## config.mk

```make
export PLATFORM = sky130hd
export DESIGN_NAME = sapd_ctrl
export DESIGN_NICKNAME = d
export VERILOG_FILES = /design/src/sapd_pkg.sv /design/src/sapd_ctrl.sv
export SDC_FILE = /design/constraint.sdc
export NUM_CORES = 1
export LEC_CHECK = 0
export BUFFER_PORTS_ARGS = -buffer_cell sky130_fd_sc_hd__buf_4
export CAP_MARGIN = 20
export CORE_MARGIN = 2
export CORE_UTILIZATION = 53
export DETAILED_ROUTE_END_ITERATION = 10
export GPL_ROUTABILITY_DRIVEN = 0
export PLACE_DENSITY = 0.76
export REMOVE_ABC_BUFFERS = 1
export SKIP_CTS_REPAIR_TIMING = 1
export SLEW_MARGIN = 20
export SYNTH_ARGS = -nofsm -noshare
export SYNTH_HDL_FRONTEND = slang
export SYNTH_SLANG_ARGS = --single-unit
```

## constraint.sdc

```tcl
create_clock -name clk -period 2.6 [get_ports clk]
set_input_delay 0.26 -clock clk [delete_from_list [all_inputs] [get_ports clk]]
set_output_delay 0.26 -clock clk [all_outputs]
set_load 0.1 [all_outputs]
```

## src/sapd_pkg.sv

```systemverilog
// ----------------------------------------------------------------------------
// sapd_pkg
// Shared types and constants of the steering angle PD controller.
// ----------------------------------------------------------------------------
package sapd_pkg;

  localparam int unsigned ADDR_W    = 5;

  localparam logic [2:0] REG_SAMPLE_INTERVAL = 3'd0;
  localparam logic [2:0] REG_ANGLE_LO        = 3'd1;
  localparam logic [2:0] REG_ANGLE_HI        = 3'd2;
  localparam logic [2:0] REG_VELOCITY_GAP    = 3'd3;
  localparam logic [2:0] REG_MOVE_THRESHOLD  = 3'd4;
  localparam logic [2:0] REG_KP_GAIN         = 3'd5;
  localparam logic [2:0] REG_KD_GAIN         = 3'd6;
  localparam logic [2:0] REG_SETPOINT        = 3'd7;

  // pi/180 in Q24
  localparam logic signed [19:0] DEG2RAD_Q24 = 20'sd292818;
  localparam logic signed [23:0] VEL_MAX     = 24'sh7FFFFF;
  localparam logic signed [23:0] VEL_MIN     = 24'sh800000;

  // datapath operations
  typedef enum logic [3:0] {
    OP_NONE   = 4'd0,
    OP_MAP    = 4'd1,  // product adc * span
    OP_ROUND  = 4'd2,  // start rounding divide by full scale
    OP_ANGLE  = 4'd3,  // take angle
    OP_QSTART = 4'd4,  // evaluate gap and movement, latch difference for the quotient divide
    OP_VMOVE  = 4'd5,  // velocity mean with quotient
    OP_VDECAY = 4'd6,  // velocity halving
    OP_PD0    = 4'd7,  // angle error and rate terms
    OP_PD1    = 4'd8,  // kp term product
    OP_PD2    = 4'd9,  // kd term product
    OP_PD3    = 4'd10, // sum, clamp and output
    OP_ACCEPT = 4'd11  // interval check and latch input
  } op_t;

  typedef struct packed {
    op_t  op;
    logic div_start;
  } sapd_cmd_t;

  typedef struct packed {
    logic drop;      // sample too early
    logic gap_ok;    // velocity gap passed
    logic moved;     // angle moved enough
    logic div_busy;
    logic rnd_busy;  // division by full scale running
  } sapd_stat_t;

  typedef struct packed {
    logic [15:0]        sample_interval_ms;
    logic signed [16:0] angle_lo;
    logic signed [16:0] angle_hi;
    logic [15:0]        velocity_gap_ms;
    logic [15:0]        move_threshold;
    logic [15:0]        kp_gain;
    logic [15:0]        kd_gain;
    logic signed [14:0] setpoint_rad;
  } sapd_cfg_t;

endpackage

```

## src/sapd_ctrl.sv

```systemverilog
// ----------------------------------------------------------------------------
// sapd_ctrl
// Sequencer: steps the datapath through one sample and runs the handshake.
// ----------------------------------------------------------------------------
module sapd_ctrl (
  input  logic                 clk,
  input  logic                 rst,
  input  logic                 in_fire,
  output logic                 in_ready,
  output logic                 out_valid,
  input  logic                 out_ready,
  output sapd_pkg::sapd_cmd_t  cmd,
  input  sapd_pkg::sapd_stat_t stat
);

  typedef enum logic [13:0] {
    S_IDLE   = 14'b00000000000001,
    S_CHECK  = 14'b00000000000010,
    S_MAP    = 14'b00000000000100,
    S_RDIV   = 14'b00000000001000,
    S_RWAIT  = 14'b00000000010000,
    S_ANGLE  = 14'b00000000100000,
    S_GAP    = 14'b00000001000000,
    S_QWAIT  = 14'b00000010000000,
    S_VUPD   = 14'b00000100000000,
    S_PD0    = 14'b00001000000000,
    S_PD1    = 14'b00010000000000,
    S_PD2    = 14'b00100000000000,
    S_PD3    = 14'b01000000000000,
    S_OUT    = 14'b10000000000000
  } state_t;

  state_t state, state_next;

  assign in_ready  = (state == S_IDLE);
  assign out_valid = (state == S_OUT);

  always_comb begin
    state_next    = state;
    cmd.op        = sapd_pkg::OP_NONE;
    cmd.div_start = 1'b0;
    unique case (state)
      S_IDLE: begin
        if (in_fire) begin
          cmd.op     = sapd_pkg::OP_ACCEPT;
          state_next = S_CHECK;
        end
      end
      S_CHECK: state_next = stat.drop ? S_IDLE : S_MAP;
      S_MAP: begin
        cmd.op     = sapd_pkg::OP_MAP;
        state_next = S_RDIV;
      end
      S_RDIV: begin
        cmd.op     = sapd_pkg::OP_ROUND;
        state_next = S_RWAIT;
      end
      S_RWAIT: if (!stat.rnd_busy) state_next = S_ANGLE;
      S_ANGLE: begin
        cmd.op     = sapd_pkg::OP_ANGLE;
        state_next = S_GAP;
      end
      S_GAP: begin
        cmd.op     = sapd_pkg::OP_QSTART;
        state_next = S_QWAIT;
      end
      S_QWAIT: begin
        // divide the scaled difference only when it is needed
        if (stat.gap_ok && stat.moved) begin
          cmd.div_start = 1'b1;
          state_next    = S_VUPD;
        end else if (stat.gap_ok) begin
          cmd.op     = sapd_pkg::OP_VDECAY;
          state_next = S_PD0;
        end else begin
          state_next = S_PD0;
        end
      end
      S_VUPD: begin
        if (!stat.div_busy) begin
          cmd.op     = sapd_pkg::OP_VMOVE;
          state_next = S_PD0;
        end
      end
      S_PD0: begin
        cmd.op     = sapd_pkg::OP_PD0;
        state_next = S_PD1;
      end
      S_PD1: begin
        cmd.op     = sapd_pkg::OP_PD1;
        state_next = S_PD2;
      end
      S_PD2: begin
        cmd.op     = sapd_pkg::OP_PD2;
        state_next = S_PD3;
      end
      S_PD3: begin
        cmd.op     = sapd_pkg::OP_PD3;
        state_next = S_OUT;
      end
      S_OUT: if (out_ready) state_next = S_IDLE;
      default: state_next = S_IDLE;
    endcase
  end

  always_ff @(posedge clk) begin
    if (rst) begin
      state <= S_IDLE;
    end else begin
      state <= state_next;
    end
  end

endmodule

```

# Yosys cells after proc, flatten, opt, wreduce, memory -nomap -nowiden
# Index checks and enable logic that the tools add are counted.
totals:
  wordCells: 35
  ff_bits: 14
classes:
  n_reduce_logical: 2
  mux: 14
  n_eq_ne: 18
ops:
  columns: ["op", "count"]
  rows:
  - ["one-hot mux 14 bit (14 select lines)", 1]
  - ["2-to-1 mux 14 bit", 4]
  - ["one-hot mux 4 bit (11 select lines)", 1]
  - ["equality test 14 x 1 -> 1 bit, second input constant", 1]
  - ["equality test 14 x 10 -> 1 bit, second input constant", 1]
  - ["equality test 14 x 11 -> 1 bit, second input constant", 1]
  - ["equality test 14 x 12 -> 1 bit, second input constant", 1]
  - ["equality test 14 x 13 -> 1 bit, second input constant", 1]
  - ["equality test 14 bit, second input constant", 1]
  - ["equality test 14 x 2 -> 1 bit, second input constant", 1]
  - ["equality test 14 x 3 -> 1 bit, second input constant", 1]
  - ["equality test 14 x 4 -> 1 bit, second input constant", 1]
  - ["equality test 14 x 5 -> 1 bit, second input constant", 1]
  - ["equality test 14 x 6 -> 1 bit, second input constant", 1]
  - ["equality test 14 x 7 -> 1 bit, second input constant", 1]
  - ["equality test 14 x 8 -> 1 bit, second input constant", 1]
  - ["equality test 14 x 9 -> 1 bit, second input constant", 1]
  - ["2-to-1 mux 3 bit", 4]
  - ["2-to-1 mux 10 bit", 1]
  - ["inequality test 2 bit, second input constant", 3]
  - ["2-to-1 mux 4 bit", 1]
  - ["AND reduction 4 bit", 1]
  - ["2-to-1 mux 1 bit", 2]
  - ["inequality test 2 x 1 -> 1 bit, second input constant", 1]
  - ["logical AND 1 bit", 1]

# Longest topological paths before layout
logic_depth:
  ltp_word: 3
  ltp_mapped: 8
  ltp_nobuf: 6

# Least setup slack after synthesis
# OpenSTA, ideal clock, no wires.
synth_path:
  path_kind: "reg2out"
  from: "reg state[9]"
  to: "out cmd[2] (netlist bit)"
  t_arrival_ns: 4.734
  required_ns: 2.340
  path_slack_ns: -2.394
  stages_incl_launch_ff: 8
  path_buffers: 1
  cell_sequence: "dfxtp_1 buf_6 or4_4 or4_4 nor3_1 nand2_1 and2_1 nand4_1"
synth_lines:
  columns: ["item", "line_no", "text"]
  rows:
  - ["from (decl)", "sapd_ctrl.sv:33", "state_t state, state_next;"]
  - ["from (signal assigned)", "sapd_ctrl.sv:110", "state <= state_next;"]
  - ["to (decl)", "sapd_ctrl.sv:12", "output sapd_pkg::sapd_cmd_t cmd,"]

==> flow_summary.ini <==
[run_status]
status = complete, but fails checks
violations = negative setup slack

[floorplan]
core.rowCount = 14
ios = 16
initial_utilization_pct = 57.8
die_x_um = 45
core_um2 = 1540
die_y_um = 45
dieArea_um2 = 2030

[clock_network]
cts_made_buffers = 3
clock_path_buffers = 2
h-tree-depth = 1
cts_sinks = 14
clk_pin_slew_ps = 90
root_buffer = clkbuf_4
cts_tree = yes
insertion_delay_ps = 290

[logic_synthesis]
ys_seq_area_share_pct = 31.5
synth-seq-cells = 14
synthMuxAreaShare_pct = 0
async_flop_share_pct = 0
synth_area_um2 = 891
yosysWarningCount = 0
synth_edf_count = 0
synth_flop_cell = dfxtp_1
syn_inst = 114
synthXorXnorAreaFrac_pct = 3.93
syn_area_per_cell_um2 = 7.81
synth_top_family_by_area = simple AND/OR/NAND/NOR gates
yosys.area_share.simple_pct = 46.2
synth_compound_area_share_pct = 12.1
synth-adder-area-share_pct = 0
synth_cell_types = 35

[sta]
hold_violations = 0
fmax_mhz = 380
period_share_pct = 101
relSlewSlack_pct = 71.3
holdWs_ps = 149
finalWorstSetupSlack_ps = -29.4
setup_viol = 2
slew_violations = 0
fin_skew_ps = 10.2
fin_crit_ps = 2630
worstMarginPinSlew_ps = 427
rsz0062_at_grt = true

[final_layout]
reg.largest.list = state (14)
synthToLayoutAreaGrowth_pct = 31.5
nNetsFinal = 147
fillers = 100
seq_area_um2 = 280
multiInputGateArea_um2 = 603
largest_register_ff_count = 14
utilization_pct = 76.0
num_antenna_cells = 0
top_register = state
drive_gt1_share_pct = 31.6

[job]
drv_cap = 0

[critical_path]
cp_cell_sequence = or4_4 -> or4_4 -> nor3_4 -> nand2_2 -> and2_4 -> nand4_1 -> buf_12
r2r_end = state[11]$_SDFFE_PP0P_
slowest_stage = or4_4
critPathBufInv = 1
rr_startpoint = state[10]$_SDFFE_PP0P_
endpoint_kind = output pin
cp_data_required_time_ps = 2340
path_class = reg2out
cp_slowest_stage_delay_ps = 530
cp_top_family = simple AND/OR/NAND/NOR gates
r2r_slack_ps = 170
crit_arrival_ps = 2370
cp_max_fo = 2
cp-start-kind = register
reg2regPathDepth = 8
cp_common_cell = or4_4

[drt]
wirelength_um = 2710
dr_total_vias = 998
drtIter0Drc = 54
routedWlPerCell_um = 17.8
ant_nets = 0
drtPass1Iterations = 5
viasPerCell = 6.57
wl_met3_um = 219
drc = 0
met1_length_um = 1050
top_layer = met4
met2_length_um = 1390

[global_route]
overflow = 0
grt_max_degree = 10
grtUsageTotal_pct = 29.2
grt_pass1_vias = 934
antenna_found_initial = 0
grt_pass1_wl_um = 4250

[hold_path]
hold_path.class = in2reg
hp-start = stat[4]
worstHoldPathCells = 2
hold_end = state[2]$_SDFFE_PP0P_

[power]
vdd_ir_drop_max_v = 0.000381
power_w = 0.000659
power_density_nw_per_um2 = 563
p_leak_nw = 0.458

[placement]
place_ws_ps = 90.4
portBuffers = 15
dp.final_hpwl_um = 1860
[kinds of logic (layout without fill, tap and decap cells)]
logic type / count (synthesis) / in the layout
compound gates: 17 / 17
buf+inv: 11 / 33
xor+xnor: 4 / 4
flops: 14 / 14
simple gates: 68 / 68
[layer usage]
layer  track usage [%]  vias up
met4              8.82        0
met2              49.7       58
met3              8.40        6
li1                  -      469
met5                 0        -
met1              35.5      465
[power breakdown]
group          switching [W]  total, W  internal, W
Combinational       0.000194  0.000296     0.000102
Sequential         0.0000135  0.000235     0.000221
Clock              0.0000744  0.000128    0.0000539
[worst max path at each step]
stage / start / to / slack (ps) / cells after the start
CTS: state[9]$_SDFFE_PP0P_ / cmd[2] / -230 / 7
finish: state[10]$_SDFFE_PP0P_ / cmd[2] / -30 / 7
global placement: state[9]$_SDFFE_PP0P_ / cmd[2] / 170 / 7
detailed placement: state[9]$_SDFFE_PP0P_ / cmd[2] / 90 / 7
floorplan: state[9]$_SDFFE_PP0P_ / cmd[2] / -2350 / 6
global route: state[10]$_SDFFE_PP0P_ / cmd[2] / -80 / 7
[cell usage in the layout (no fill, tap or decap), types with 2 or more instances in the layout]
cell,netlist,layout
a21oi_1,6,6
buf_12,0,2
buf_4,1,22
clkbuf_4,0,3
dfxtp_1,14,14
inv_1,4,4
nand2_1,7,5
nand2_2,0,2
nand2b_1,2,2
nand3_1,6,6
nand4_1,5,5
nand4b_1,4,4
nor2_1,12,12
nor2b_1,2,2
nor3_1,7,4
nor3_4,0,3
nor4_1,5,5
nor4b_1,4,4
o2111ai_1,2,2
o21a_1,2,2
o21ai_0,4,4
or2_2,2,2
or4_4,2,4
xnor2_1,2,2
xor2_1,2,2
[stage by stage]
step           TNS, ps  area [um^2]  std cells
5_1_grt           -169         1170        152
2_1_floorplan   -10360          850        107
6_report         -45.9         1170        152
3_5_place_dp         0         1030        145
4_1_cts           -596         1060        148
3_3_place_gp         0         1030        145
[cell usage after synthesis (2+ instances only)]
cell / instances / area share (%)
o21ai_0: 4 / 2.2
inv_1: 4 / 1.7
nor4_1: 5 / 3.5
nand2_1: 7 / 2.9
nand3_1: 6 / 3.4
nor2_1: 12 / 5.1
nand4b_1: 4 / 3.9
or4_4: 2 / 2.5
nor3_1: 7 / 3.9
clkbuf_1: 2 / 0.84
o21a_1: 2 / 1.7
xor2_1: 2 / 2.0
and2_1: 2 / 1.4
o2111ai_1: 2 / 2.0
buf_2: 3 / 1.7
nand2b_1: 2 / 1.4
xnor2_1: 2 / 2.0
dfxtp_1: 14 / 31
a21oi_1: 6 / 3.4
nor2b_1: 2 / 1.4
nor4b_1: 4 / 3.9
or2_2: 2 / 1.4
nand4_1: 5 / 3.5
or4_1: 2 / 1.7
[area by class of cell]
type | count | area share [%]
Tap cell | 16 | 1.71
Inverter | 4 | 1.28
Timing Repair Buffer | 26 | 19.7
Sequential cell | 14 | 23.9
Clock buffer | 3 | 1.92
Multi-Input combinational cell | 89 | 51.5
Power figures use the tool's default switching activity.
